<file path="config.mk">
export PLATFORM = sky130hd
export DESIGN_NAME = quoted_string_unescape
export DESIGN_NICKNAME = d
export VERILOG_FILES = /design/src/hw/rtl/qsu_pkg.sv /design/src/hw/rtl/quoted_string_unescape.sv /design/src/hw/rtl/qsu_decode.sv
export SDC_FILE = /design/constraint.sdc
export NUM_CORES = 1
export LEC_CHECK = 0
export BUFFER_PORTS_ARGS = -buffer_cell sky130_fd_sc_hd__buf_4
export CAP_MARGIN = 20
export CORE_ASPECT_RATIO = 1.5
export CORE_MARGIN = 1.5
export CORE_UTILIZATION = 30
export CTS_CLUSTER_SIZE = 20
export DETAILED_ROUTE_END_ITERATION = 12
export PLACE_DENSITY = 0.46
export SYNTH_ARGS = -nofsm -noshare
export SYNTH_HDL_FRONTEND = slang
export SYNTH_SLANG_ARGS = --single-unit
</file>
<file path="constraint.sdc">
create_clock -name clk -period 9 [get_ports clk]
set_input_delay 0.9 -clock clk [delete_from_list [all_inputs] [get_ports clk]]
set_output_delay 0.9 -clock clk [all_outputs]
set_load 0.02 [all_outputs]
</file>
<file path="src/hw/rtl/qsu_pkg.sv">
// Package with the shared types and constants of the quoted string unescaper.
package qsu_pkg;

	localparam int COUNT_BITS = 24;
	localparam int LEN_BITS   = 24;

	localparam logic [COUNT_BITS-1:0] COUNT_MAX = {COUNT_BITS{1'b1}};

	localparam logic [7:0] CH_QUOTE = 8'h22;
	localparam logic [7:0] CH_BSLASH = 8'h5C;
	localparam logic [7:0] CH_X = 8'h78;
	localparam logic [7:0] CH_B = 8'h62;
	localparam logic [7:0] CH_F = 8'h66;
	localparam logic [7:0] CH_N = 8'h6E;
	localparam logic [7:0] CH_R = 8'h72;
	localparam logic [7:0] CH_T = 8'h74;
	localparam logic [7:0] CH_ZERO = 8'h30;
	localparam logic [7:0] CC_BS = 8'h08;
	localparam logic [7:0] CC_FF = 8'h0C;
	localparam logic [7:0] CC_LF = 8'h0A;
	localparam logic [7:0] CC_CR = 8'h0D;
	localparam logic [7:0] CC_TAB = 8'h09;
	localparam logic [7:0] CC_NUL = 8'h00;

	typedef enum logic [2:0] {
		PH_IDLE = 3'd0,
		PH_STR  = 3'd1,
		PH_ESC  = 3'd2,
		PH_HEX1 = 3'd3,
		PH_HEX2 = 3'd4
	} phase_t;

	typedef enum logic [1:0] {
		ST_BYTE = 2'd0,
		ST_DONE = 2'd1,
		ST_ERR  = 2'd2
	} status_t;

	typedef struct packed {
		phase_t                phase;
		logic [3:0]            high_nibble;
		logic [COUNT_BITS-1:0] count;
	} dec_state_t;

	typedef struct packed {
		logic                valid;
		status_t             status;
		logic [7:0]          out_byte;
		logic [LEN_BITS-1:0] string_length;
	} dec_result_t;

endpackage

</file>
<file path="src/hw/rtl/quoted_string_unescape.sv">
// Top level of the quoted string unescaper: decode state, output register and skid stage.
//
//   channel  direction  handshake             payload
//   input    in         in_valid / in_ready   kind, data_byte
//   output   out        out_valid / out_ready status, out_byte, string_length
//
// One byte per cycle while in_ready is high: the edge that accepts a transaction also updates the
// decode state and writes its result (if any) into the output register, or into the skid register
// when the output register is full and stalled; a result written to the output register
// shows on the output in the next cycle. The state update does not iterate.
// Reset (arst_n low) returns to waiting for an opening quote with a zero count.
// A stalled output parks one result in a skid register; in_ready drops only while
// the skid register is occupied, so a held result does not stop the next byte.
module quoted_string_unescape import qsu_pkg::*; (
	input  logic                clk,
	input  logic                arst_n,
	input  logic                in_valid,
	output logic                in_ready,
	input  logic                kind,
	input  logic [7:0]          data_byte,
	output logic                out_valid,
	input  logic                out_ready,
	output logic [1:0]          status,
	output logic [7:0]          out_byte,
	output logic [LEN_BITS-1:0] string_length
);

	dec_state_t  state_q;
	dec_state_t  state_nxt;
	dec_result_t res;
	dec_result_t out_q;
	dec_result_t skid_q;
	logic        accept;
	logic        out_free;

	qsu_decode u_decode (
		.cur       (state_q),
		.kind      (kind),
		.data_byte (data_byte),
		.nxt       (state_nxt),
		.res       (res)
	);

	// The skid register is the only thing that can block the input side.
	assign in_ready = !skid_q.valid;
	assign accept   = in_valid && in_ready;
	// The output register can take a new result when it is empty or being drained.
	assign out_free = !out_q.valid || out_ready;

	always_ff @(posedge clk or negedge arst_n) begin
		if (!arst_n) begin
			state_q.phase       <= PH_IDLE;
			state_q.high_nibble <= 4'd0;
			state_q.count       <= '0;
		end else if (accept) begin
			state_q <= state_nxt;
		end
	end

	// Output register plus skid. While the skid is full no transaction is accepted,
	// so the only move then is skid into the output register once it drains.
	always_ff @(posedge clk or negedge arst_n) begin
		if (!arst_n) begin
			out_q.valid  <= 1'b0;
			skid_q.valid <= 1'b0;
		end else begin
			if (skid_q.valid) begin
				if (out_ready) begin
					out_q        <= skid_q;
					skid_q.valid <= 1'b0;
				end
			end else if (accept && res.valid) begin
				if (out_free) begin
					out_q <= res;
				end else begin
					skid_q <= res;
				end
			end else if (out_ready) begin
				out_q.valid <= 1'b0;
			end
		end
	end

	assign out_valid     = out_q.valid;
	assign status        = out_q.status;
	assign out_byte      = out_q.out_byte;
	assign string_length = out_q.string_length;

endmodule

</file>
<file path="src/hw/rtl/qsu_decode.sv">
// Combinational next-state and result logic for one input byte.
module qsu_decode import qsu_pkg::*; (
	input  dec_state_t  cur,
	input  logic        kind,
	input  logic [7:0]  data_byte,
	output dec_state_t  nxt,
	output dec_result_t res
);

	logic       hex_ok;
	logic [3:0] hex_val;
	logic       emit_en;
	logic [7:0] emit_val;
	logic       fail_en;

	// Hex digit recognition, either case.
	always_comb begin
		hex_ok  = 1'b1;
		hex_val = 4'd0;
		case (data_byte) inside
			[8'h30:8'h39]: hex_val = data_byte[3:0];
			[8'h41:8'h46], [8'h61:8'h66]: hex_val = data_byte[3:0] + 4'd9;
			default: hex_ok = 1'b0;
		endcase
	end

	always_comb begin
		nxt      = cur;
		res      = '0;
		emit_en  = 1'b0;
		emit_val = data_byte;
		fail_en  = 1'b0;
		if (kind) begin
			fail_en = 1'b1;
		end else begin
			case (cur.phase)
				PH_IDLE: begin
					if (data_byte == CH_QUOTE) begin
						nxt.count       = '0;
						nxt.high_nibble = 4'd0;
						nxt.phase       = PH_STR;
					end else begin
						fail_en = 1'b1;
					end
				end
				PH_STR: begin
					if (data_byte == CH_QUOTE) begin
						nxt.phase         = PH_IDLE;
						res.valid         = 1'b1;
						res.status        = ST_DONE;
						res.string_length = LEN_BITS'(cur.count);
					end else if (data_byte == CH_BSLASH) begin
						nxt.phase = PH_ESC;
					end else begin
						emit_en = 1'b1;
					end
				end
				PH_ESC: begin
					emit_en = 1'b1;
					case (data_byte)
						CH_B:    emit_val = CC_BS;
						CH_F:    emit_val = CC_FF;
						CH_N:    emit_val = CC_LF;
						CH_R:    emit_val = CC_CR;
						CH_T:    emit_val = CC_TAB;
						CH_ZERO: emit_val = CC_NUL;
						CH_X: begin
							emit_en   = 1'b0;
							nxt.phase = PH_HEX1;
						end
						default: emit_val = data_byte;
					endcase
				end
				PH_HEX1: begin
					if (hex_ok) begin
						nxt.high_nibble = hex_val;
						nxt.phase       = PH_HEX2;
					end else begin
						fail_en = 1'b1;
					end
				end
				PH_HEX2: begin
					if (hex_ok) begin
						emit_en  = 1'b1;
						emit_val = {cur.high_nibble, hex_val};
					end else begin
						fail_en = 1'b1;
					end
				end
				default: fail_en = 1'b1;
			endcase
		end

		if (emit_en) begin
			nxt.phase    = PH_STR;
			res.valid    = 1'b1;
			res.status   = ST_BYTE;
			res.out_byte = emit_val;
			if (cur.count != COUNT_MAX) begin
				nxt.count = cur.count + 1'b1;
			end
		end
		if (fail_en) begin
			nxt.phase       = PH_IDLE;
			nxt.high_nibble = 4'd0;
			res.valid       = 1'b1;
			res.status      = ST_ERR;
		end
	end

endmodule

</file>
* Word level (Yosys, flattened, before mapping) *
Cells that the tools add are included.

cells by class
  add/sub/neg operators = 2
  magnitude comparators = 6
  equality and inequality tests = 24
  multiplexer cells = 49
  bitwise logic cells = 2
  reductions and logical operators = 22

operators with widths
  kind                                                                                 number
  35-bit 2-to-1 mux                                                                    5
  24-bit 2-to-1 mux                                                                    6
  31-bit 2-to-1 mux                                                                    2
  8-bit by 7-bit equality test with 1-bit output, second input constant                7
  8-bit case mux with 6 select lines                                                   1
  34-bit 2-to-1 mux                                                                    1
  24-bit by 1-bit adder with 24-bit output, second input constant                      1
  3-bit 2-to-1 mux                                                                     8
  24-bit != test, second input constant                                                1
  8-bit by 6-bit equality test with 1-bit output, second input constant                2
  8-bit by 7-bit greater-or-equal comparator with 1-bit output, second input constant  2
  8-bit by 7-bit less-or-equal comparator with 1-bit output, second input constant     2
  8-bit 2-to-1 mux                                                                     2
  8-bit case mux with 2 select lines                                                   1
  1-bit 2-to-1 mux                                                                     14
  7-bit 2-to-1 mux                                                                     2
  3-bit case mux with 4 select lines                                                   1
  11-bit 2-to-1 mux                                                                    1
  3-bit by 1-bit != test with 1-bit output, second input constant                      3
  8-bit by 6-bit greater-or-equal comparator with 1-bit output, second input constant  1
  8-bit by 6-bit less-or-equal comparator with 1-bit output, second input constant     1
  4-bit 2-to-1 mux                                                                     2
  4-bit by 1-bit != test with 1-bit output, second input constant                      2
  4-bit case mux with 2 select lines                                                   1
  23 further kinds                                                                     36

word-level totals
  flip-flop bits (word level) = 101
  input port bits = 13
  output and inout port bits = 36

* Logic depth before layout (Yosys ltp) *
Gate-level depths: netlist of run 1.

  depth in word-level cells = 13
  mapped depth = 10
  gate-level depth less buffers = 8

* Modules after synthesis *
Synthesis of run 1 repeated with hierarchy kept, for this count alone.

second synthesis, totals
  cell total of the unflattened synthesis = 480
  area total of the unflattened synthesis = 5686.7 um2

by module, submodules not included
  module                  instances  cells each  area an instance (um2)  sequential area each (um2)
  quoted_string_unescape  1          186         3846.2                  2867.8
  qsu_decode              1          294         1840.5                  0.0

* Worst setup path before layout of run 1 *
OpenSTA, ideal clock, no wires.

  kind = input to register
  start point = in data_byte[0]
  end point = reg out_q (netlist bit out_byte[0]), enable pin
  arrival time = 4.316 ns
  path slack = 4.247 ns
  stages = 9
  path buffers = 1
  cell sequence = inv_1 > ha_1 > nor3b_1 > a2111oi_0 > a2111oi_0 > a311o_1 > clkbuf_1 > o31ai_1 > a21oi_1

between the ends
  cells in the longest elaborated chain, start to end = 13
  elaborated cells on any way between the ends = 33

ends and longest elaborated chain
  element                                                                                                                                              RTL line                      RTL
  from (decl)                                                                                                                                          quoted_string_unescape.sv:20  input logic [7:0] data_byte,
  8-bit by 7-bit greater-or-equal comparator with 1-bit output (no line) or 8-bit by 7-bit less-or-equal comparator with 1-bit output (tied branches)  n/a
  1-bit logical AND (no line)                                                                                                                          n/a
  2-bit OR reduction                                                                                                                                   qsu_decode.sv:20              case (data_byte) inside
  1-bit 2-to-1 mux (2 in a row)                                                                                                                        qsu_decode.sv:20
  1-bit 2-to-1 mux                                                                                                                                     qsu_decode.sv:83              if (hex_ok) begin
  1-bit case mux with 3 select lines                                                                                                                   qsu_decode.sv:36              case (cur.phase)
  1-bit 2-to-1 mux                                                                                                                                     qsu_decode.sv:33              if (kind) begin
  11-bit 2-to-1 mux                                                                                                                                    qsu_decode.sv:94              if (emit_en) begin
  3-bit 2-to-1 mux (*)                                                                                                                                 qsu_decode.sv:103             if (fail_en) begin
  1-bit logical AND (*)                                                                                                                                quoted_string_unescape.sv:72  end else if (accept && res.valid) begin
  2-bit nonzero test (no line) (*)                                                                                                                     n/a
  4-bit AND reduction (no line) (*)                                                                                                                    n/a
  to (signal assigned)                                                                                                                                 quoted_string_unescape.sv:69  out_q <= skid_q;
  to (signal assigned)                                                                                                                                 quoted_string_unescape.sv:74  out_q <= res;
  to (decl)                                                                                                                                            quoted_string_unescape.sv:31  dec_result_t out_q;

Mark *: on every way between the ends. The rest lies on a longest branch, timed or not.
A chain may end at the register's enable or synchronous reset.

* Final worst setup path of run 1 *
  start point = in data_byte[0]
  end point = reg skid_q[13] (netlist bit), enable pin

between the ends
  cells in the longest elaborated chain, start to end = 12
  elaborated cells on any way between the ends = 32

ends and longest elaborated chain
  element                                                                                                                                              RTL line                      RTL
  8-bit by 7-bit greater-or-equal comparator with 1-bit output (no line) or 8-bit by 7-bit less-or-equal comparator with 1-bit output (tied branches)  n/a
  1-bit logical AND (no line)                                                                                                                          n/a
  2-bit OR reduction                                                                                                                                   qsu_decode.sv:20
  1-bit 2-to-1 mux (2 in a row)                                                                                                                        qsu_decode.sv:20
  1-bit 2-to-1 mux                                                                                                                                     qsu_decode.sv:83
  1-bit case mux with 3 select lines                                                                                                                   qsu_decode.sv:36
  1-bit 2-to-1 mux                                                                                                                                     qsu_decode.sv:33
  11-bit 2-to-1 mux                                                                                                                                    qsu_decode.sv:94
  3-bit 2-to-1 mux (*)                                                                                                                                 qsu_decode.sv:103
  1-bit logical AND (*)                                                                                                                                quoted_string_unescape.sv:72
  4-bit AND reduction (no line) (*)                                                                                                                    n/a
  to (signal assigned)                                                                                                                                 quoted_string_unescape.sv:76  skid_q <= res;
  to (decl)                                                                                                                                            quoted_string_unescape.sv:32  dec_result_t skid_q;

Marked as above.

==> impl_metrics.csv, run 1 <==
group,metric,value,unit
synthesis,synthTopCellsByCount,"68 x edfxtp_1, 40 x nor2_1, 33 x dfrtp_1",
detailed_routing,first_pass_iters,4,
clock_network,h-tree-depth,3,
place,io_buffer_count,48,
pwr,seqPwrFrac,0.464,
setup_path,r2r_cells,7,
layout,drive_above_1_share,0.231,
synthesis,synth_top_cell_by_area,"edfxtp_1",
pwr,power.density,200,nW/um^2
status,status,"complete, no violations",
global_route,grt_pass1_wl,20700,um
place,dpl.hpwl,9130,um
pwr,clkPwrFrac,0.314,
detailed_routing,vias_per_cell,5.33,
sta,slew_viol_final,0,
sta,worst_slew_pin_slew,0.803,ns
clock_network,clockRootBuffer,"clkbuf_16",
clock_network,cts_inserted_buffers,9,
global_route,grt_max_degree,38,
sta,tns,0,ns
layout,antenna_cells,0,
synthesis,yosysUniqueCellTypes,65,
synthesis,syn-cell-area,5250,um^2
sta,whs,0.498,ns
clock_network,cts_setup_buffers,0,
sta,rsz0062_at_grt,"false",
setup_path,start_kind,"primary input",
layout,area_delta_synth_final,16.5,%
synthesis,synthesis.nets,470,
pwr,switching_share,0.314,
synthesis,synthFlopType,"edfxtp_1",
detailed_routing,drt_iter0_drc,159,
flow_run,maxCapViolations,0,
floorplan,core_area,17300,um^2
pwr,leakagePower,2.36,nW
global_route,grt_pass1_vias,3722,
synthesis,post-synth-top-area-fraction,0.389,
global_route,grt_antenna_before_repair,0,
pwr,switchingPower,384,uW
detailed_routing,drt-total-wl,12900,um
pwr,combPwrFrac,0.222,
sta,finalSetupViolCount,0,
hold_path,hold_path_class,"in -> async",
setup_path,cp_max_fo,31,
setup_path,criticalPathCategory,"in -> reg",
detailed_routing,post-route-drc-count,0,
sta,min_period_over_period,0.444,
global_route,grtUsageMet1,0.166,
sta,fin_crit,4.00,ns
setup_path,cp-end-kind,"flip-flop",
layout,final_nets,511,
clock_network,clk_pin_slew,0.07,ns
floorplan,die_w,111,um
synthesis,ys_ff_latch,101,
synthesis,synth-async-reset-ratio,0.327,
detailed_routing,wl_per_cell,18.2,um
global_route,grt_use_met3,0.0180,
floorplan,die_h,165,um
sta,hold_viol,0,
setup_path,timing.rr.end,"skid_q[13]$_DFFE_PP_",
clock_network,cts_tree,"done",
floorplan,dieArea,18300,um^2
synthesis,synth.most_common_cell,"edfxtp_1",
layout,fill_cells,1755,
synthesis,synth-warning-count,0,
floorplan,rows,59,
synthesis,synth_edf_count,68,
global_route,use_met2,0.279,
place,place_area,5800,um^2
clock_network,clock_latency,0.35,ns
place,routabilityCongestion,0.834,
pwr,p_int,841,uW
clock_network,cts-resized-gates,0,
setup_path,reg2reg_slack,5.77,ns
global_route,grt_use_total,0.147,
sta,relSlewSlack,0.464,
detailed_routing,detail-route-antenna-nets,0,
synthesis,syn_area_per_cell,11.6,um^2
detailed_routing,num_vias,3790,
clock_network,cts.sinks,101,
setup_path,critical_path_arrival,3.99,ns
global_route,grt_most_used_layer,"met2",
sta,max_freq,250,MHz
setup_path,cp.required,8.99,ns
sta,fin_skew,0.00882,ns
layout,fin_area,6110,um^2
layout,fin_util,0.354,
clock_network,cts_hold_buffers,0,
floorplan,io_pins,49,
global_route,overflow,0,
synthesis,seq_area_frac_synth,0.546,
clock_network,cts_buffer_depth,2,
synthesis,ys_top_cells_by_area,"edfxtp_1 39%, dfrtp_1 16%, mux2_2 6.0%",
setup_path,worst_r2r_startpoint,"state_q[30]$_DFFE_PN0P_",
pwr,ir_drop,0.0000913,V
synthesis,synthCells,452,
floorplan,start_util,0.304,
registers in the layout, indices dropped and copies added, names as in the netlist:
name	flops
skid_q	35
state_q	31
string_length	24
out_byte	8
status	2
out_valid	1
power by group through the flow:
stage          registers (mW)  logic (mW)  clock network, mW
5_1_grt                 0.575       0.296              0.420
4_1_cts                 0.570       0.273              0.402
2_1_floorplan           0.593       0.169                  0
3_5_place_dp            0.580       0.271                  0
6_report                0.568       0.271              0.385
3_3_place_gp            0.579       0.271                  0
critical path: stages:
cell       delay, ns
buf_4           0.15
inv_1           0.08
ha_1            0.30
nor3b_1         0.52
a2111oi_0       0.14
a2111oi_0       0.65
a311o_1         0.43
nor3_1          0.12
nor2_2          0.25
buf_4           0.43
layer usage:
metal | vias up | wire length, um
met1 | 1888 | 5100
met3 | 14 | 280
li1 | 1828 | -
met5 | - | 0
met4 | 0 | 301
met2 | 60 | 7270
area by class of cell:
cell class | count | area, um^2 | area share
inverters | 9 | 33.8 | 0.00553
flip-flops and latches | 101 | 2870 | 0.469
clock buffers | 10 | 229 | 0.0375
well taps | 213 | 267 | 0.0436
repair buffers | 52 | 403 | 0.0659
clock inverters | 6 | 62.6 | 0.0102
multi-input cells | 320 | 2250 | 0.368
cell usage in the layout (no fill, tap or decap), types with 4 or more instances in the layout:
master / Yosys / routed
nand4_1: 8 / 8
nor2b_1: 6 / 6
nand2b_1: 4 / 4
nor3b_1: 4 / 4
clkbuf_16: 0 / 9
a221o_1: 18 / 18
nand2_1: 25 / 25
nand3_1: 9 / 9
a211oi_1: 4 / 4
buf_4: 0 / 51
dfrtp_1: 33 / 33
o31ai_1: 9 / 9
o21ai_0: 10 / 10
a21oi_1: 12 / 11
a21o_1: 5 / 5
inv_6: 0 / 4
and3_1: 16 / 16
inv_1: 8 / 8
a22o_1: 5 / 5
xnor2_1: 4 / 4
edfxtp_1: 68 / 68
nor2_1: 40 / 39
mux2_2: 28 / 28
ha_1: 5 / 5
nor4_1: 8 / 8
a31oi_1: 5 / 5
or2_2: 4 / 4
nor3_1: 14 / 13
and2_1: 23 / 23
or3_1: 5 / 5
through the flow:
stage,cells,power [mW],setup slack [ns]
2_1_floorplan,452,0.762,4.25
3_3_place_gp,694,0.850,4.31
3_5_place_dp,694,0.851,4.20
4_1_cts,710,1.24,4.54
5_1_grt,711,1.29,4.60
6_report,711,1.23,5.00
logic make-up (layout without fill, tap and decap cells):
kind of cell               Yosys count  in the layout  synth area share
and+or+nand+nor                    183            183             0.194
DFF                                101            101             0.546
AOI/OAI and AO/OA                   99             99             0.151
buffers and inverters               31             77            0.0284
muxes                               29             29            0.0620
adders and majority gates            5              5            0.0119
xor gates and xnor gates             4              4           0.00667
worst max-delay path by stage:
stage | slack [ns] | startpoint | cells past startpoint | to
after floorplan | 4.25 | data_byte[0] | 9 | out_byte[0]$_DFFE_PP_
after global placement | 4.31 | data_byte[0] | 9 | string_length[15]$_DFFE_PP_
after detailed placement | 4.20 | data_byte[0] | 9 | string_length[15]$_DFFE_PP_
after CTS | 4.54 | data_byte[0] | 9 | string_length[10]$_DFFE_PP_
after global routing | 4.60 | data_byte[0] | 10 | skid_q[15]$_DFFE_PP_
final | 5.00 | data_byte[0] | 10 | skid_q[13]$_DFFE_PP_
(Power assumes the default switching activity.)
==> run 2, diff against run 1 <==
--- a/config.mk
+++ b/config.mk
@@ -12,7 +12,7 @@
 export CORE_UTILIZATION = 30
 export CTS_CLUSTER_SIZE = 20
 export DETAILED_ROUTE_END_ITERATION = 12
-export PLACE_DENSITY = 0.46
+export PLACE_DENSITY = 0.48
 export SYNTH_ARGS = -nofsm -noshare
 export SYNTH_HDL_FRONTEND = slang
 export SYNTH_SLANG_ARGS = --single-unit
==> constraint.sdc (replaced) <==
create_clock -name clk -period 3.5 [get_ports clk]
set_input_delay 0.35 -clock clk [delete_from_list [all_inputs] [get_ports clk]]
set_output_delay 0.35 -clock clk [all_outputs]
set_load 0.02 [all_outputs]
==> impl_metrics.csv, run 2 (synthesis results as in run 1) <==
group,metric,value,unit
status,status,"complete, no violations",
detailed_routing,first_pass_iters,4,
clock_network,h-tree-depth,3,
layout,largest-register,"skid_q",
hold_path,hold_path_class,"in -> reg",
clock_network,cts_hold_buffers,1,
layout,final_common_cell,"edfxtp_1",
pwr,seqPwrFrac,0.451,
sta,worst_slew_pin_slew,0.758,ns
floorplan,rows,59,
pwr,switching_share,0.303,
clock_network,cts_buffer_depth,2,
detailed_routing,drt-total-wl,13100,um
clock_network,cts_tree,"done",
floorplan,die_h,165,um
setup_path,start_kind,"primary input",
pwr,total_power,3.24,mW
global_route,grt_use_total,0.148,
pwr,leakagePower,2.44,nW
layout,layout_common_cells,"68 x edfxtp_1, 62 x buf_4, 39 x nor2_1, 33 x dfrtp_1, 28 x mux2_2",
floorplan,io_pins,49,
detailed_routing,wl_per_cell,18.1,um
global_route,grt_pass1_vias,3911,
pwr,combPwrFrac,0.227,
clock_network,cts_setup_buffers,0,
pwr,switchingPower,982,uW
floorplan,start_util,0.304,
detailed_routing,detail-route-antenna-nets,0,
pwr,p_int,2.25,mW
layout,fill_cells,1746,
layout,area_delta_synth_final,19.4,%
detailed_routing,post-route-drc-count,0,
sta,fin_crit,2.88,ns
pwr,clkPwrFrac,0.322,
layout,largest_reg_flops,35,
detailed_routing,num_vias,3831,
clock_network,cts_inserted_buffers,9,
global_route,overflow,0,
setup_path,slowest_delay,0.53,ns
place,dpl.hpwl,9710,um
pwr,ir_drop,0.000228,V
place,routabilityCongestion,0.867,
clock_network,clk_pin_slew,0.07,ns
layout,regArea,2870,um^2
layout,final_nets,525,
setup_path,crit_family,"compound AO/OA/AOI/OAI gates",
layout,fin_util,0.363,
detailed_routing,vias_per_cell,5.28,
setup_path,critPathBufInv,3,
sta,hold_viol,0,
sta,max_freq,347,MHz
global_route,grt_max_degree,37,
setup_path,cp_max_fo,16,
setup_path,criticalPathCategory,"in -> reg",
sta,slew_viol_final,0,
sta,relSlewSlack,0.490,
layout,antenna_cells,0,
clock_network,cts-resized-gates,0,
layout,drive_above_1_share,0.250,
detailed_routing,drt_iter0_drc,130,
flow_run,maxCapViolations,0,
place,dp_cells,708,
setup_path,cp_slowest_cell,"a2111oi_0",
sta,finalSetupViolCount,0,
setup_path,crit_top_cell,"a2111oi_0",
sta,rsz0062_at_grt,"false",
setup_path,cp_cell_sequence,"buf_4 -> inv_1 -> ha_1 -> nor3b_1 -> a2111oi_0 -> a2111oi_0 -> a311o_1 -> o31ai_1 -> a21oi_4 -> buf_12",
clock_network,clock_latency,0.34,ns
layout,multi_input_area,2250,um^2
clock_network,cts.sinks,101,
floorplan,dieArea,18300,um^2
clock_network,clockRootBuffer,"clkbuf_16",
sta,tns,0,ns
floorplan,core_area,17300,um^2
sta,min_period_over_period,0.823,
setup_path,cp.required,3.56,ns
layout,stdcell_count,725,
floorplan,die_w,111,um
setup_path,critical_path_arrival,2.94,ns
global_route,grt_antenna_before_repair,0,
setup_path,cp-end-kind,"flip-flop",
place,io_buffer_count,48,
global_route,grt_pass1_wl,21200,um
pwr,power.density,516,nW/um^2
sta,fin_skew,0.00581,ns
==> run 2: cell count changes in the layout (fill, tap and decap cells not counted), sizes merged <==
cell and delta:
buf +13, dlygate4sd3 +1, inv -4, clkinv +3
bufinv +1
==> run 2: per-layer routing <==
metal,share of wire,global-route usage,vias to the layer above
li1,-,-,1855
met3,0.021,0.0194,18
met4,0.030,0.0705,0
met2,0.55,0.279,63
met1,0.39,0.163,1895
met5,0,0,-
==> run 2: cell type report <==
type,instances,area share
sequential,101,0.458
clock buffer,10,0.0365
tap,213,0.0425
clock inverter,6,0.0134
inverter,9,0.00539
multi-input combinational,320,0.359
timing repair buffer,66,0.0854
==> run 2: worst paths after layout <==
kind / end / cells past startpoint / slack, ns / startpoint
setup / recovery: string_length[7]$_DFFE_PP_ / 10 / 0.62 / data_byte[0]
hold / removal: skid_q[34]$_DFF_PN0_ / 2 / 0.19 / out_ready
setup reg to reg: string_length[7]$_DFFE_PP_ / 7 / 0.63 / state_q[29]$_DFFE_PN0P_
hold reg to reg: state_q[26]$_DFFE_PN0P_ / 1 / 0.48 / state_q[26]$_DFFE_PN0P_
max in group asynchronous: state_q[30]$_DFFE_PN0P_ / 2 / 2.65 / arst_n
min in group asynchronous: state_q[12]$_DFFE_PN0P_ / 2 / 0.51 / arst_n
==> run 2: metrics by stage <==
step	area (um^2)	hold WS (ns)	worst slack [ns]
floorplan	5260	0.0544	0.0375
global placement	5940	0.351	0.351
detailed placement	5940	0.347	0.315
CTS	6270	0.178	0.620
global route	6270	0.177	0.446
finish	6270	0.191	0.619
==> run 2: power groups by stage <==
stage	combinational, mW	clock (mW)	sequential [mW]
after floorplan	0.437	0	1.52
after global placement	0.744	0	1.48
after detailed placement	0.748	0	1.49
after CTS	0.749	1.07	1.46
after global routing	0.801	1.12	1.47
final	0.736	1.04	1.46
==> run 3, diff against run 2 <==
--- a/config.mk
+++ b/config.mk
@@ -12,7 +12,7 @@
 export CORE_UTILIZATION = 30
 export CTS_CLUSTER_SIZE = 20
 export DETAILED_ROUTE_END_ITERATION = 12
-export PLACE_DENSITY = 0.48
+export PLACE_DENSITY = 0.46
 export SYNTH_ARGS = -nofsm -noshare
 export SYNTH_HDL_FRONTEND = slang
 export SYNTH_SLANG_ARGS = --single-unit
==> constraint.sdc (replaced) <==
create_clock -name clk -period 2.67 [get_ports clk]
set_input_delay 0.267 -clock clk [delete_from_list [all_inputs] [get_ports clk]]
set_output_delay 0.267 -clock clk [all_outputs]
set_load 0.02 [all_outputs]
==> impl_metrics.csv, run 3 (synthesis results as in run 1) <==
group,metric,value,unit
floorplan,die_h,165,um
place,place_ws,-0.0490,ns
sta,min_period_over_period,0.903,
sta,slew_viol_final,0,
pwr,switching_share,0.314,
layout,layout_common_cells,"85 x buf_4, 68 x edfxtp_1, 39 x nor2_1, 33 x dfrtp_1, 28 x mux2_2",
layout,fill_cells,1760,
sta,tns,0,ns
clock_network,clock_latency,0.35,ns
pwr,power.density,666,nW/um^2
sta,rsz0062_at_grt,"false",
setup_path,cp-end-kind,"flip-flop",
sta,hold_viol,0,
layout,largest_reg_flops,35,
floorplan,io_pins,49,
detailed_routing,wl_per_cell,17.8,um
detailed_routing,first_pass_iters,5,
clock_network,cts_inserted_buffers,9,
clock_network,clk_pin_slew,0.08,ns
sta,fin_crit,2.41,ns
flow_run,maxCapViolations,0,
setup_path,crit_family,"compound AO/OA/AOI/OAI gates",
pwr,ir_drop,0.000297,V
layout,drive_above_1_share,0.295,
layout,largest-register,"skid_q",
setup_path,cp.required,2.76,ns
floorplan,core_area,17300,um^2
pwr,switchingPower,1.35,mW
global_route,grt_antenna_before_repair,0,
setup_path,criticalPathCategory,"reg -> reg",
layout,antenna_cells,0,
setup_path,critPathBufInv,3,
pwr,p_int,2.96,mW
global_route,grt_use_total,0.150,
global_route,grt_pass1_wl,21400,um
layout,regArea,2870,um^2
sta,finalSetupViolCount,0,
clock_network,cts.sinks,101,
place,dpl.hpwl,9890,um
floorplan,start_util,0.304,
place,dp_cells,731,
detailed_routing,num_vias,3932,
setup_path,slowest_delay,0.38,ns
pwr,clkPwrFrac,0.302,
detailed_routing,vias_per_cell,5.26,
detailed_routing,detail-route-antenna-nets,0,
setup_path,critical_path_arrival,2.50,ns
layout,area_delta_synth_final,23.4,%
setup_path,crit_top_cell,"buf_4",
layout,stdcell_count,748,
sta,relSlewSlack,0.595,
sta,layout_setup_ws,0.260,ns
clock_network,cts_buffer_depth,2,
detailed_routing,post-route-drc-count,0,
setup_path,cp_cell_sequence,"buf_4 -> xnor2_1 -> or3_1 -> a31oi_1 -> o31ai_1 -> buf_4 -> a211oi_1 -> buf_4 -> o31ai_1",
pwr,seqPwrFrac,0.438,
pwr,combPwrFrac,0.260,
global_route,grt_max_degree,37,
floorplan,die_w,111,um
layout,final_nets,548,
clock_network,h-tree-depth,3,
sta,worst_slew_pin_slew,0.602,ns
floorplan,rows,59,
setup_path,cp_max_fo,10,
detailed_routing,drt_iter0_drc,200,
place,io_buffer_count,48,
clock_network,clockRootBuffer,"clkbuf_16",
global_route,grt_pass1_vias,3946,
layout,final_common_cell,"buf_4",
layout,fin_area,6480,um^2
hold_path,hold_path_class,"in -> reg",
detailed_routing,drt-total-wl,13300,um
pwr,leakagePower,2.55,nW
pwr,total_power,4.31,mW
clock_network,cts_tree,"done",
sta,whs,0.0968,ns
sta,fin_skew,0.0138,ns
setup_path,start_kind,"flip-flop",
sta,max_freq,415,MHz
layout,multi_input_area,2310,um^2
global_route,overflow,0,
status,status,"complete, no violations",
layout,fin_util,0.375,
place,place_area,6170,um^2
setup_path,cp_slowest_cell,"dfrtp_1",
place,routabilityCongestion,0.881,
floorplan,dieArea,18300,um^2
[run 3: final cells by class]
type | instances | area share
clock buffers | 10 | 0.0353
well taps | 213 | 0.0411
clock inverters | 6 | 0.00966
inverters | 9 | 0.00522
multi-input cells | 320 | 0.357
flip-flops and latches | 101 | 0.443
repair buffers | 89 | 0.109
[run 3: path summary, 6_finish.rpt]
check / startpoint / to / slack [ns] / cells past startpoint
max reg2reg: state_q[29]$_DFFE_PN0P_ / out_byte[1]$_DFFE_PP_ / 0.26 / 9
max in group asynchronous: arst_n / state_q[28]$_DFFE_PN0P_ / 1.79 / 3
min: out_ready / skid_q[34]$_DFF_PN0_ / 0.1 / 2
min in group asynchronous: arst_n / skid_q[34]$_DFF_PN0_ / 0.28 / 2
max: state_q[29]$_DFFE_PN0P_ / out_byte[1]$_DFFE_PP_ / 0.26 / 9
min reg2reg: state_q[24]$_DFFE_PN0P_ / state_q[24]$_DFFE_PN0P_ / 0.49 / 1
[run 3: power groups by stage]
stage | logic [mW] | registers [mW] | clock network, mW
6_report | 1.12 | 1.89 | 1.30
5_1_grt | 1.22 | 1.91 | 1.39
4_1_cts | 1.14 | 1.89 | 1.34
3_5_place_dp | 1.13 | 1.93 | 0
3_3_place_gp | 1.12 | 1.92 | 0
2_1_floorplan | 0.611 | 1.99 | 0
[run 3: timing repair]
action / 4_1_cts / 5_1_grt
buffers inserted: 0 / 0
hold buffers: 1 / 0
setup endpoints to repair: 0 / 1
resized for setup: 0 / 1
endpoints found under the hold margin: 6 / 0
[run 3: per-layer routing]
| layer | vias up | part of all wire | track usage |
|---|---|---|---|
| met2 | 79 | 0.55 | 0.285 |
| met1 | 1926 | 0.39 | 0.166 |
| li1 | 1907 | - | - |
| met4 | 0 | 0.030 | 0.0653 |
| met3 | 20 | 0.025 | 0.0194 |
| met5 | - | 0 | 0 |
